[src/sv/assert_macros.svh]
// Assertion macros shared by the RTL that checks itself.
// Depends on nothing; the checks compile away when SYNTHESIS is defined.
`ifndef ASSERT_MACROS_SVH
`define ASSERT_MACROS_SVH
`ifndef SYNTHESIS
`define ASSERT_CLK(label, clk, rst_n, prop, msg) \
	label: assert property (@(posedge clk) disable iff (!rst_n) prop) else $error(msg);
`define ASSERT_CLK_NR(label, clk, prop, msg) \
	label: assert property (@(posedge clk) prop) else $error(msg);
`else
`define ASSERT_CLK(label, clk, rst_n, prop, msg)
`define ASSERT_CLK_NR(label, clk, prop, msg)
`endif
`endif

[src/sv/dpf_pkg.sv]
// Types and constants of the detector pulse frame parser.
// Used by dpf_step and detector_pulse_frame_parser_top; depends on nothing.
`default_nettype none
package dpf_pkg;

	localparam int unsigned PhaseW = 6;

	// Parser phases: each names the byte the parser waits for next.
	localparam logic [PhaseW-1:0] PH_IDLE      = 6'd0;
	localparam logic [PhaseW-1:0] PH_HDR_FIRST = 6'd1;
	localparam logic [PhaseW-1:0] PH_HDR_F7    = 6'd7;
	localparam logic [PhaseW-1:0] PH_T0_B0     = 6'd8;
	localparam logic [PhaseW-1:0] PH_T0_B1     = 6'd9;
	localparam logic [PhaseW-1:0] PH_T0_B2     = 6'd10;
	localparam logic [PhaseW-1:0] PH_T0_B3     = 6'd11;
	localparam logic [PhaseW-1:0] PH_RSV_B0    = 6'd12;
	localparam logic [PhaseW-1:0] PH_RSV_B1    = 6'd13;
	localparam logic [PhaseW-1:0] PH_RSV_B2    = 6'd14;
	localparam logic [PhaseW-1:0] PH_RSV_B3    = 6'd15;
	localparam logic [PhaseW-1:0] PH_HDR_LAST  = 6'd16;
	localparam logic [PhaseW-1:0] PH_HIT_FIRST = 6'd17;
	localparam logic [PhaseW-1:0] PH_HIT_B2    = 6'd18;
	localparam logic [PhaseW-1:0] PH_HIT_B3    = 6'd19;
	localparam logic [PhaseW-1:0] PH_HIT_LAST  = 6'd20;
	localparam logic [PhaseW-1:0] PH_POP_FIRST = 6'd21;
	localparam logic [PhaseW-1:0] PH_POP_B2    = 6'd22;
	localparam logic [PhaseW-1:0] PH_POP_B3    = 6'd23;
	localparam logic [PhaseW-1:0] PH_POP_LAST  = 6'd24;
	localparam logic [PhaseW-1:0] PH_END_FIRST = 6'd25;
	localparam logic [PhaseW-1:0] PH_END_B2    = 6'd26;
	localparam logic [PhaseW-1:0] PH_END_B3    = 6'd27;
	localparam logic [PhaseW-1:0] PH_CNT_B0    = 6'd28;
	localparam logic [PhaseW-1:0] PH_CNT_B1    = 6'd29;
	localparam logic [PhaseW-1:0] PH_CNT_B2    = 6'd30;
	localparam logic [PhaseW-1:0] PH_CNT_B3    = 6'd31;
	localparam logic [PhaseW-1:0] PH_END_LAST  = 6'd32;
	localparam logic [PhaseW-1:0] PH_ERROR     = 6'd33;

	// Marker bytes.
	localparam logic [7:0] BYTE_FRAME_START = 8'hFA;
	localparam logic [7:0] BYTE_POP_START   = 8'hF0;
	localparam logic [7:0] BYTE_END_START   = 8'hFB;

	localparam logic [31:0] HDR_BYTES  = 32'd16;
	localparam logic [31:0] WORD_BYTES = 32'd4;

	typedef struct packed {
		logic [PhaseW-1:0] phase;
		logic [31:0]       acc;
		logic [31:0]       count;
	} parse_state_t;

endpackage
`default_nettype wire

[src/sv/dpf_step.sv]
// Next-state logic of the frame parser: one byte against the current state.
// Depends on dpf_pkg.
`default_nettype none
module dpf_step import dpf_pkg::*; (
	input  wire parse_state_t cur,
	input  wire logic [7:0]   data_byte,
	output parse_state_t      nxt
);

	logic [PhaseW-1:0] phase_inc;
	logic [31:0]       count_inc;

	assign phase_inc = cur.phase + 1'b1;
	assign count_inc = cur.count + WORD_BYTES;

	always_comb begin
		nxt = cur;
		case (cur.phase) inside
			PH_IDLE, PH_END_LAST: begin
				nxt.phase = (data_byte == BYTE_FRAME_START) ? PH_HDR_FIRST : PH_IDLE;
			end
			[PH_HDR_FIRST:PH_HDR_F7]: begin
				nxt.acc   = {24'd0, data_byte};
				nxt.phase = phase_inc;
			end
			PH_T0_B0, PH_RSV_B0, PH_CNT_B0: begin
				nxt.acc   = {data_byte, 24'd0};
				nxt.phase = phase_inc;
			end
			PH_T0_B1, PH_RSV_B1, PH_CNT_B1: begin
				nxt.acc   = cur.acc | {8'd0, data_byte, 16'd0};
				nxt.phase = phase_inc;
			end
			PH_T0_B2, PH_RSV_B2, PH_CNT_B2, PH_HIT_B2, PH_END_B2: begin
				nxt.acc   = cur.acc | {16'd0, data_byte, 8'd0};
				nxt.phase = phase_inc;
			end
			PH_T0_B3, PH_CNT_B3: begin
				nxt.acc   = cur.acc | {24'd0, data_byte};
				nxt.phase = phase_inc;
			end
			PH_RSV_B3: begin
				nxt.acc   = cur.acc | {24'd0, data_byte};
				nxt.phase = PH_HDR_LAST;
				nxt.count = HDR_BYTES;
			end
			PH_HDR_LAST, PH_HIT_LAST: begin
				// The opening byte of a hit is kept; marker bytes clear the field.
				if (data_byte == BYTE_POP_START) begin
					nxt.acc   = '0;
					nxt.phase = PH_POP_FIRST;
				end else if (data_byte == BYTE_END_START) begin
					nxt.acc   = '0;
					nxt.phase = PH_END_FIRST;
				end else begin
					nxt.acc   = {24'd0, data_byte};
					nxt.phase = PH_HIT_FIRST;
				end
			end
			PH_HIT_FIRST, PH_END_FIRST: begin
				nxt.acc   = {8'd0, data_byte, 16'd0};
				nxt.phase = phase_inc;
			end
			PH_HIT_B3, PH_END_B3: begin
				nxt.acc   = cur.acc | {24'd0, data_byte};
				nxt.phase = phase_inc;
				nxt.count = count_inc;
			end
			PH_POP_FIRST, PH_POP_B2: begin
				nxt.phase = phase_inc;
			end
			PH_POP_B3: begin
				nxt.phase = PH_POP_LAST;
				nxt.count = count_inc;
			end
			PH_POP_LAST: begin
				nxt.phase = (data_byte == BYTE_END_START) ? PH_END_FIRST : PH_ERROR;
			end
			default: begin
				// Error and unused phase codes drop back to idle on any byte.
				nxt.phase = PH_IDLE;
			end
		endcase
	end

endmodule
`default_nettype wire

[src/sv/detector_pulse_frame_parser_top.sv]
// Detector pulse frame parser: input byte register, step logic, result register.
// Depends on dpf_pkg, dpf_step and assert_macros.svh.
//
//   Channel | Handshake                  | Payload
//   --------+----------------------------+-------------------------------
//   in      | in_valid / in_stall        | data_byte[7:0]
//   out     | out_valid / out_stall      | value[31:0], phase[5:0], byte_count[31:0]
//
// One byte is accepted per cycle while in_stall is low, into the input byte register; its
// parsed result is registered in the result register. The parser state is that register
// itself, so throughput is set by the combinational step from the input register into it.
// arst_n clears the phase, accumulator, byte count and both valid flags.
// in_stall rises only while both stages are full and out_stall holds the result.
`default_nettype none
`include "assert_macros.svh"
module detector_pulse_frame_parser_top import dpf_pkg::*; (
	input  wire logic              clk,
	input  wire logic              arst_n,
	input  wire logic              in_valid,
	output logic                   in_stall,
	input  wire logic [7:0]        data_byte,
	output logic                   out_valid,
	input  wire logic              out_stall,
	output logic [31:0]            value,
	output logic [PhaseW-1:0]      phase,
	output logic [31:0]            byte_count
);

	logic         valid_s1;
	logic [7:0]   byte_s1;
	logic         out_valid_q;
	parse_state_t state_q;
	parse_state_t state_nxt;
	logic         adv_out;
	logic         take_in;

	assign adv_out  = !out_valid_q || !out_stall;
	assign in_stall = valid_s1 && !adv_out;
	assign take_in  = in_valid && !in_stall;

	always_ff @(posedge clk or negedge arst_n) begin
		if (!arst_n) begin
			valid_s1 <= 1'b0;
		end else if (!in_stall) begin
			valid_s1 <= in_valid;
		end
	end

	always_ff @(posedge clk) begin
		if (take_in) begin
			byte_s1 <= data_byte;
		end
	end

	dpf_step u_step (
		.cur       (state_q),
		.data_byte (byte_s1),
		.nxt       (state_nxt)
	);

	// The state moves only when a transaction leaves the input register.
	always_ff @(posedge clk or negedge arst_n) begin
		if (!arst_n) begin
			out_valid_q <= 1'b0;
			state_q     <= '{phase: PH_IDLE, acc: '0, count: '0};
		end else if (adv_out) begin
			out_valid_q <= valid_s1;
			if (valid_s1) begin
				state_q <= state_nxt;
			end
		end
	end

	assign out_valid  = out_valid_q;
	assign value      = state_q.acc;
	assign phase      = state_q.phase;
	assign byte_count = state_q.count;

	`ASSERT_CLK(a_phase_range, clk, arst_n, state_q.phase <= PH_ERROR, "phase beyond error code")
	`ASSERT_CLK(a_hdr_count, clk, arst_n, (state_q.phase == PH_HDR_LAST) |-> (state_q.count == HDR_BYTES), "header end without count of 16")
	`ASSERT_CLK(a_stall_full, clk, arst_n, in_stall |-> (valid_s1 && out_valid_q && out_stall), "input stalled with room in the pipeline")
	`ASSERT_CLK(a_err_from_pop, clk, arst_n, (state_q.phase == PH_ERROR && $past(state_q.phase) != PH_ERROR) |-> ($past(state_q.phase) == PH_POP_LAST), "error not after a pop block")

endmodule
`default_nettype wire

[config.mk]
export PLATFORM = sky130hd
export DESIGN_NAME = detector_pulse_frame_parser_top
export DESIGN_NICKNAME = d
export VERILOG_FILES = /design/src/sv/dpf_pkg.sv /design/src/sv/dpf_step.sv /design/src/sv/detector_pulse_frame_parser_top.sv
export VERILOG_INCLUDE_DIRS = /design/src /design/src/sv
export SDC_FILE = /design/constraint.sdc
export NUM_CORES = 1
export LEC_CHECK = 0
export ABC_CLOCK_PERIOD_IN_PS = 5290
export BUFFER_PORTS_ARGS = -buffer_cell sky130_fd_sc_hd__buf_2
export CELL_PAD_IN_SITES_DETAIL_PLACEMENT = 0
export CELL_PAD_IN_SITES_GLOBAL_PLACEMENT = 1
export CORE_MARGIN = 3
export CORE_UTILIZATION = 45
export DETAILED_ROUTE_END_ITERATION = 16
export HOLD_SLACK_MARGIN = 0.03
export PLACE_DENSITY_LB_ADDON = 0.1
export REMOVE_ABC_BUFFERS = 1
export SKIP_CTS_REPAIR_TIMING = 1
export SLEW_MARGIN = 30
export SYNTH_ARGS = -nofsm -noshare
export SYNTH_HDL_FRONTEND = slang
export SYNTH_SLANG_ARGS = --single-unit
[constraint.sdc]
create_clock -name clk -period 5.29 [get_ports clk]
set_clock_uncertainty 0.1 [all_clocks]
set_input_delay 1.058 -clock clk [delete_from_list [all_inputs] [get_ports clk]]
set_output_delay 1.058 -clock clk [all_outputs]
set_load 0.05 [all_outputs]
==> results of run 1 <==
[placed cells by master (no fill, tap or decap), drive strengths merged, types with 3 or more instances in the layout]
cell / instances
o41ai: 4
dfrtp: 70
a22o: 22
nor2b: 11
nand2b: 11
o21ai: 46
a31oi: 10
nand2: 27
ha: 6
buf: 83
nor3: 10
nand4: 7
nand3: 25
and3: 14
edfxtp: 8
nor2: 35
a21boi: 3
inv: 11
o31ai: 17
and2: 4
a21oi: 20
and4: 3
nor3b: 3
clkbuf: 9
o211ai: 5
[report_power, final]
part / switching (mW) / total (mW) / internal, mW
sequential: 0.0769 / 0.795 / 0.719
combinational: 0.494 / 0.646 / 0.152
clock: 0.257 / 0.486 / 0.230
[worst reg2reg max path: cells and delay by family, from the launching register on]
family | cells | cell delay, ps
AO/OA/AOI/OAI | 2 | 550
flip-flops | 1 | 450
adder cells (fa/ha/maj) | 1 | 360
buffers and inverters | 1 | 150
AND/OR/NAND/NOR | 4 | 1400
[logic make-up after synthesis]
| group | share of synthesized area (%) |
|---|---|
| AO/OA/AOI/OAI | 25.37 |
| flip-flops | 48.42 |
| adder cells (fa/ha/maj) | 1.825 |
| XOR/XNOR | 0.2129 |
| buffers and inverters | 3.650 |
| other | 0.09115 |
| AND/OR/NAND/NOR | 20.44 |
[state kept, by name, indices dropped and copies added, names as in the netlist]
register    cells
phase           6
byte_count     30
byte_s1         8
value          32
valid_s1        1
out_valid       1
[through the flow]
step                      setup WS (ps)  hold slack (ps)  cell area, sq um  util (%)  power (mW)
after floorplan                    1401            372.4              3994         -       1.290
after global placement             1947            373.0              4554     51.72       1.452
after detailed placement           1881            377.2              4554     51.72       1.458
after CTS                          2129            398.1              4766     54.12       1.943
after global routing               1964            424.6              4770     54.16       2.011
final                              2191            393.0              4770     54.16       1.928
[per-layer routing]
| layer | wire [microns] | track usage [%] | up-vias |
|---|---|---|---|
| li1 | - | - | 1737 |
| met1 | 5051 | 31.52 | 1815 |
| met2 | 4925 | 32.09 | 132 |
| met3 | 713 | 4.890 | 10 |
| met4 | 125 | 5.419 | 0 |
| met5 | 0 | 0 | - |
[worst paths after layout]
kind / from / endpoint / slack, ps / cells past startpoint
min in group asynchronous: arst_n / value[5]$_DFFE_PN0P_ / 550 / 1
min reg2reg: byte_count[26]$_DFFE_PN0P_ / byte_count[26]$_DFFE_PN0P_ / 390 / 1
max: phase[0]$_DFFE_PN0P_ / byte_count[25]$_DFFE_PN0P_ / 2190 / 8
max reg2reg: phase[0]$_DFFE_PN0P_ / byte_count[25]$_DFFE_PN0P_ / 2190 / 8
min: byte_count[26]$_DFFE_PN0P_ / byte_count[26]$_DFFE_PN0P_ / 390 / 1
max in group asynchronous: arst_n / value[8]$_DFFE_PN0P_ / 3700 / 2
[final cells by class]
type                            instances  area, sq um  area share [%]
Clock buffer                            9        123.9           2.597
Clock inverter                          7        87.58           1.836
Inverter                                7        26.28          0.5509
Multi-Input combinational cell        315         1982           41.55
Sequential cell                        78         1992           41.76
Tap cell                              108        135.1           2.833
Timing Repair Buffer                   83        422.9           8.867
==> flow_summary.yaml, run 1 <==
outcome:
  status: "completed"
run:
  cap_violations: 0
clocking:
  cts_buffers: 9
  clock_latency_ps: 360
  cts_tree: "built"
  cts_root_buf: "clkbuf_8"
  cts_max_level: 3
  cts.sink_count: 78
  cts.path.max_buffers: 2
  path_clk_slew_ps: 90
detailed_routing:
  via_per_inst: 6.086
  num_vias: 3694
  firstDrtPassIters: 5
  ant_nets: 0
  drtIter0Drc: 175
  drc: 0
  avgRoutedWirePerCell_microns: 17.82
  wirelength_microns: 10820
cells_and_area:
  diodes: 0
  fillers: 813
  layout.nets: 512
  stdcell_count: 607
  drive_gt1_share_pct: 23.05
  syn_to_final_growth_pct: 15.94
logic_synthesis:
  synthCells: 425
  synthArstFlopShare_pct: 89.74
  synth_edf_count: 8
  yosys.area.top_type: "dfrtp_1"
  ys_warn_count: 0
  post-synth-top-area-fraction_pct: 42.58
  synth_most_common_cell: "dfrtp_1"
  synth_commonest_cells: "dfrtp_1 (70), o21ai_0 (42), nor2_1 (35), nand2_1 (26), nand3_1 (25)"
  synth_seq_cells: 78
  synth.avg_cell_area_sq_um: 9.680
  ys.flop_type: "dfrtp_1"
  synth.area.top_cells: "dfrtp_1 (43%), edfxtp_1 (5.8%), o21ai_0 (5.1%)"
  synth_seq_area_share_pct: 48.42
  ys_types: 57
  synthesis.area_sq_um: 4114
place:
  placedCellCount: 591
  portBuffers: 81
  place.gp.congestion: 0.9247
  dp_hpwl_microns: 7300
sta:
  hold_viol_final: 0
  drv_slew: 0
  rsz0062_at_grt: "no"
  setup_violations: 0
  worst_pin_slew_ps: 643.0
  max_clock_freq_mhz: 322.7
  finalSetupTns_ps: 0
  layout_min_cycle_time_ps: 3099
  timing.slew.headroom_pct: 56.98
  period_share_pct: 58.58
worst_setup_path:
  crit_path_start_kind: "register"
  max_stage_delay_ps: 730
  cp_data_required_time_ps: 5460
  crit_buf_inv: 1
  critical_path_class: "register to register"
  path_cells: "inv_1 -> ha_1 -> nor2b_1 -> o21ai_2 -> nand4_1 -> or3_2 -> nand2b_1 -> o31ai_1"
  setup.worst_path.end_class: "register"
  cp_max_fo: 28
  arrival_ps: 3270
  cp_top_family: "simple AND/OR/NAND/NOR gates"
  cp_slowest_cell: "or3_2"
global_route:
  grt_pass1_vias: 3358
  grt_overflow: 0
  grt_pass1_wl_microns: 17710
  grt_start_max_net_pins: 40
  antenna_found_initial: 0
  grt.total_usage_pct: 21.44
floorplanning:
  start_util_pct: 46.72
  rows: 34
  ios: 84
  die_x_microns: 101.6
  dieHeight_microns: 101.6
  core-area_sq_um: 8806
  dieArea_sq_um: 10330
hold_path:
  hold_path.class: "register to register"
power:
  peakVddDrop_uv: 251.3
  p_per_area_nw_per_um2: 404.2
  p_leak_nw: 2.136
(Power assumes the default switching activity.)
==> inputs of run 2 (changes only) <==
Settings changed: ABC_CLOCK_PERIOD_IN_PS 5290 to 3100, CORE_UTILIZATION 45 to 42.
Clock period 5.29 ns to 3.1 ns, I/O delays scaled along.
==> flow_summary.yaml, run 2 (synthesis results as in run 1) <==
outcome:
  status: "completed"
global_route:
  grt_overflow: 0
  grt_pass1_wl_microns: 17940
  grt_start_max_net_pins: 71
  grt_pass1_vias: 3467
  antenna_found_initial: 0
  grt.total_usage_pct: 20.09
detailed_routing:
  firstDrtPassIters: 5
  wirelength_microns: 11010
  via_per_inst: 5.835
  ant_nets: 0
  drc: 0
  drtIter0Drc: 205
  num_vias: 3717
  avgRoutedWirePerCell_microns: 17.28
cells_and_area:
  final_cell_mix: "buf_2 (81), dfrtp_1 (70), o21ai_0 (42)"
  mostFrequentLayoutCell: "buf_2"
  drive_gt1_share_pct: 24.41
  layout.nets: 521
  diodes: 0
  largest_reg_flops: 32
  syn_to_final_growth_pct: 17.94
  fin_util_pct: 51.78
clocking:
  cts_buffers: 9
  cts.path.max_buffers: 2
  cts.sink_count: 78
  cts_max_level: 3
  cts_root_buf: "clkbuf_8"
  path_clk_slew_ps: 100
  cts_tree: "built"
  clock_latency_ps: 360
sta:
  layout_min_cycle_time_ps: 2855
  period_share_pct: 92.08
  setup_violations: 0
  hold_viol_final: 0
  max_clock_freq_mhz: 350.3
  holdWs_ps: 155.3
  fin_ws_ps: 245.4
  finalSetupTns_ps: 0
  worst_pin_slew_ps: 666.4
  drv_slew: 0
  rsz0062_at_grt: "no"
  timing.slew.headroom_pct: 55.16
floorplanning:
  dieArea_sq_um: 11020
  core-area_sq_um: 9371
  die_x_microns: 105.0
  dieHeight_microns: 105.0
  ios: 84
  start_util_pct: 43.90
  rows: 35
power:
  power_frac_seq_pct: 42.4
  swShare_pct: 43.97
  combPwrFrac_pct: 34.5
  p_leak_nw: 2.172
  p_sw_mw: 1.409
  peakVddDrop_uv: 423.9
  clockPowerShare_pct: 23.1
  p_int_mw: 1.795
  p_per_area_nw_per_um2: 660.4
place:
  dp_hpwl_microns: 7537
  pre_cts_ws_ps: 136.5
  place.gp.congestion: 0.9428
  portBuffers: 81
worst_setup_path:
  setup.worst_path.end_class: "register"
  crit_path_start_kind: "register"
  r2r_cells: 8
  arrival_ps: 3000
  cp_data_required_time_ps: 3250
  critical_path_class: "register to register"
  cp_max_fo: 24
run:
  cap_violations: 0
hold_path:
  hold_path.class: "primary input to asynchronous set/reset pin"
==> run 2: cell count changes in the layout (fill, tap and decap cells not counted) <==
cell / change
buf_4: +7
buf_12: +1
buf_2: +1
bufinv_16: -1
clkinvlp_4: +1
inv_6: +1
inv_8: -1
or3_2: -1
or3_4: +1
==> run 2: final cells by class <==
cell class	count	area, sq um
Inverter	7	26.28
Tap cell	129	161.4
Timing Repair Buffer	92	500.5
Sequential cell	78	1992
Clock buffer	9	123.9
Multi-Input combinational cell	315	1986
Fill cell	924	4519
Clock inverter	7	62.56
==> run 2: power groups by stage <==
stage | Sequential (mW) | Clock [mW] | Combinational [mW]
2_1_floorplan | 2.02 | 0 | 0.186
3_3_place_gp | 1.38 | 0 | 1.11
3_5_place_dp | 1.38 | 0 | 1.11
4_1_cts | 1.36 | 0.762 | 1.12
5_1_grt | 1.39 | 0.800 | 1.16
6_report | 1.36 | 0.740 | 1.11
==> run 2: final timing paths <==
kind                                            start                          to  slack, ps
max                              phase[1]$_DFFE_PN0P_       value[18]$_DFFE_PN0P_        250
min                                            arst_n       value[28]$_DFFE_PN0P_        160
max reg2reg                      phase[1]$_DFFE_PN0P_       value[18]$_DFFE_PN0P_        250
min reg2reg                byte_count[31]$_DFFE_PN0P_  byte_count[31]$_DFFE_PN0P_        380
max in group asynchronous                      arst_n   byte_count[8]$_DFFE_PN0P_       2420
min in group clk                         data_byte[0]        byte_s1[0]$_DFFE_PP_        320
==> run 2: per-stage QoR <==
step / area, sq um / cells / power (mW)
floorplan: 3994 / 400 / 2.201
global placement: 4661 / 621 / 2.487
detailed placement: 4661 / 621 / 2.495
CTS: 4847 / 637 / 3.238
global route: 4852 / 637 / 3.344
finish: 4852 / 637 / 3.205
==> run 2: critical path: stages (launching register included) <==
cell and delay (ps):
dfrtp_1 440, inv_1 150, ha_1 330, nor2_1 140
a2111oi_4 430, nor3_2 130, a311oi_4 340, nand2_2 330
a22o_1 330
==> run 2: routing by layer <==
layer	track usage, %	vias to the layer above	wire [microns]	part of all wire [%]
li1	-	1760	-	-
met1	28.72	1802	5236	48
met2	30.38	141	4902	45
met3	4.324	14	731	6.6
met4	6.467	0	137	1.2
met5	0	-	0	0
==> inputs of run 3 (changes only) <==
Settings changed: MAX_ROUTING_LAYER from default to met4.
==> flow_summary.yaml, run 3 (synthesis results as in run 1) <==
power:
  p_per_area_nw_per_um2: 660.8
  peakVddDrop_uv: 424.1
  p_int_mw: 1.795
  power_frac_seq_pct: 42.4
  clockPowerShare_pct: 23.1
  swShare_pct: 44.01
  finalPower_mw: 3.206
  p_leak_nw: 2.172
  combPwrFrac_pct: 34.5
  p_sw_mw: 1.411
sta:
  period_share_pct: 92.36
  worst_pin_slew_ps: 661.8
  rsz0062_at_grt: "no"
  fin_ws_ps: 237.0
  timing.slew.headroom_pct: 55.47
  max_clock_freq_mhz: 349.3
  finalSetupTns_ps: 0
  layout_min_cycle_time_ps: 2863
  setup_violations: 0
  hold_viol_final: 0
  drv_slew: 0
floorplanning:
  die_x_microns: 105.0
  core-area_sq_um: 9371
  ios: 84
  rows: 35
  dieArea_sq_um: 11020
  start_util_pct: 43.90
  dieHeight_microns: 105.0
worst_setup_path:
  r2r_start: "phase[1]$_DFFE_PN0P_"
  path_cells: "inv_1 -> ha_1 -> nor2_1 -> a2111oi_4 -> nor3_2 -> a311oi_4 -> nand2_2 -> a22o_1"
  cp_max_fo: 24
  setup.worst_path.end_class: "register"
  cp_slowest_cell: "dfrtp_1"
  crit_path_start_kind: "register"
  r2r_slack_ps: 240
  arrival_ps: 3010
  cp_data_required_time_ps: 3250
  r2r_cells: 8
  critical_path_class: "register to register"
  r2r-end: "value[18]$_DFFE_PN0P_"
  max_stage_delay_ps: 440
  worstSetupStartpoint: "phase[1]$_DFFE_PN0P_"
global_route:
  grt_pass1_vias: 3468
  antenna_found_initial: 0
  grt_pass1_wl_microns: 17950
  grt_start_max_net_pins: 71
  grt_overflow: 0
  grt.total_usage_pct: 20.64
cells_and_area:
  diodes: 0
  fillers: 924
  mostFrequentLayoutCell: "buf_2"
  stdcell_count: 637
  ff_latch_area_sq_um: 1992
  drive_gt1_share_pct: 24.41
  syn_to_final_growth_pct: 17.94
  fin_util_pct: 51.78
  final_cell_mix: "buf_2 (81), dfrtp_1 (70), o21ai_0 (42)"
  multiInputGateArea_sq_um: 1986
  largest_reg_flops: 32
  layout.nets: 521
place:
  place.gp.congestion: 0.9598
  dp_hpwl_microns: 7537
  placedCellCount: 621
  pre_cts_ws_ps: 136.5
  portBuffers: 81
detailed_routing:
  via_per_inst: 5.826
  avgRoutedWirePerCell_microns: 17.24
  firstDrtPassIters: 5
  ant_nets: 0
  num_vias: 3711
  drtIter0Drc: 213
  wirelength_microns: 10980
  drc: 0
outcome:
  status: "completed"
clocking:
  cts_tree: "built"
  cts_root_buf: "clkbuf_8"
  cts_max_level: 3
  clock_latency_ps: 370
  cts.sink_count: 78
  cts_buffers: 9
  cts.path.max_buffers: 2
  path_clk_slew_ps: 100
hold_path:
  hold_path.class: "primary input to asynchronous set/reset pin"
run:
  cap_violations: 0
==> run 3: cell counts in the layout (fill, tap and decap cells not counted) <==
Identical to the previous run, type by type.
==> run 3: worst max-delay path by stage <==
stage | endpoint | slack (ps) | depth (start not counted)
3_3_place_gp | byte_count[5]$_DFFE_PN0P_ | 320 | 8
5_1_grt | value[17]$_DFFE_PN0P_ | 5 | 8
6_report | value[18]$_DFFE_PN0P_ | 240 | 8
4_1_cts | byte_count[7]$_DFFE_PN0P_ | 100 | 8
3_5_place_dp | byte_count[7]$_DFFE_PN0P_ | 140 | 8
2_1_floorplan | byte_count[23]$_DFFE_PN0P_ | -790 | 6
==> run 3: layout make-up <==
cell class,instances,area share [%]
flip-flops and latches,78,41.05
multi-input cells,315,40.92
repair buffers,92,10.31
well taps,129,3.326
clock buffers,9,2.553
clock inverters,7,1.289
inverters,7,0.5415
==> run 3: power by group through the flow <==
stage	Clock [mW]	Combinational, mW	Sequential (mW)
final	0.742	1.11	1.36
after floorplan	0	0.186	2.02
after CTS	0.762	1.12	1.36
after detailed placement	0	1.11	1.38
after global placement	0	1.11	1.38
after global routing	0.800	1.16	1.39
==> run 3: stage by stage <==
step           cell area [sq um]  hold WS, ps
5_1_grt                     4852        175.3
3_5_place_dp                4661        372.7
6_report                    4852        154.7
3_3_place_gp                4661        366.9
4_1_cts                     4847        172.5
2_1_floorplan               3994        224.4
==> run 3: routing by layer <==
metal	wire length (microns)	track usage, %	vias to the layer above	share of wire, %
met5	0	-	-	0
met3	736	4.324	16	6.7
met4	146	6.467	0	1.3
met2	4911	30.38	145	45
met1	5185	28.68	1792	47
li1	-	-	1758	-
==> run 3: worst max-delay path, delay by kind of cell, from the launching register on <==
family / cells / cell delay [ps]
DFF: 1 / 440
adders and majority gates: 1 / 330
buffers and inverters: 1 / 150
AOI/OAI and AO/OA: 3 / 1110
and+or+nand+nor: 3 / 620
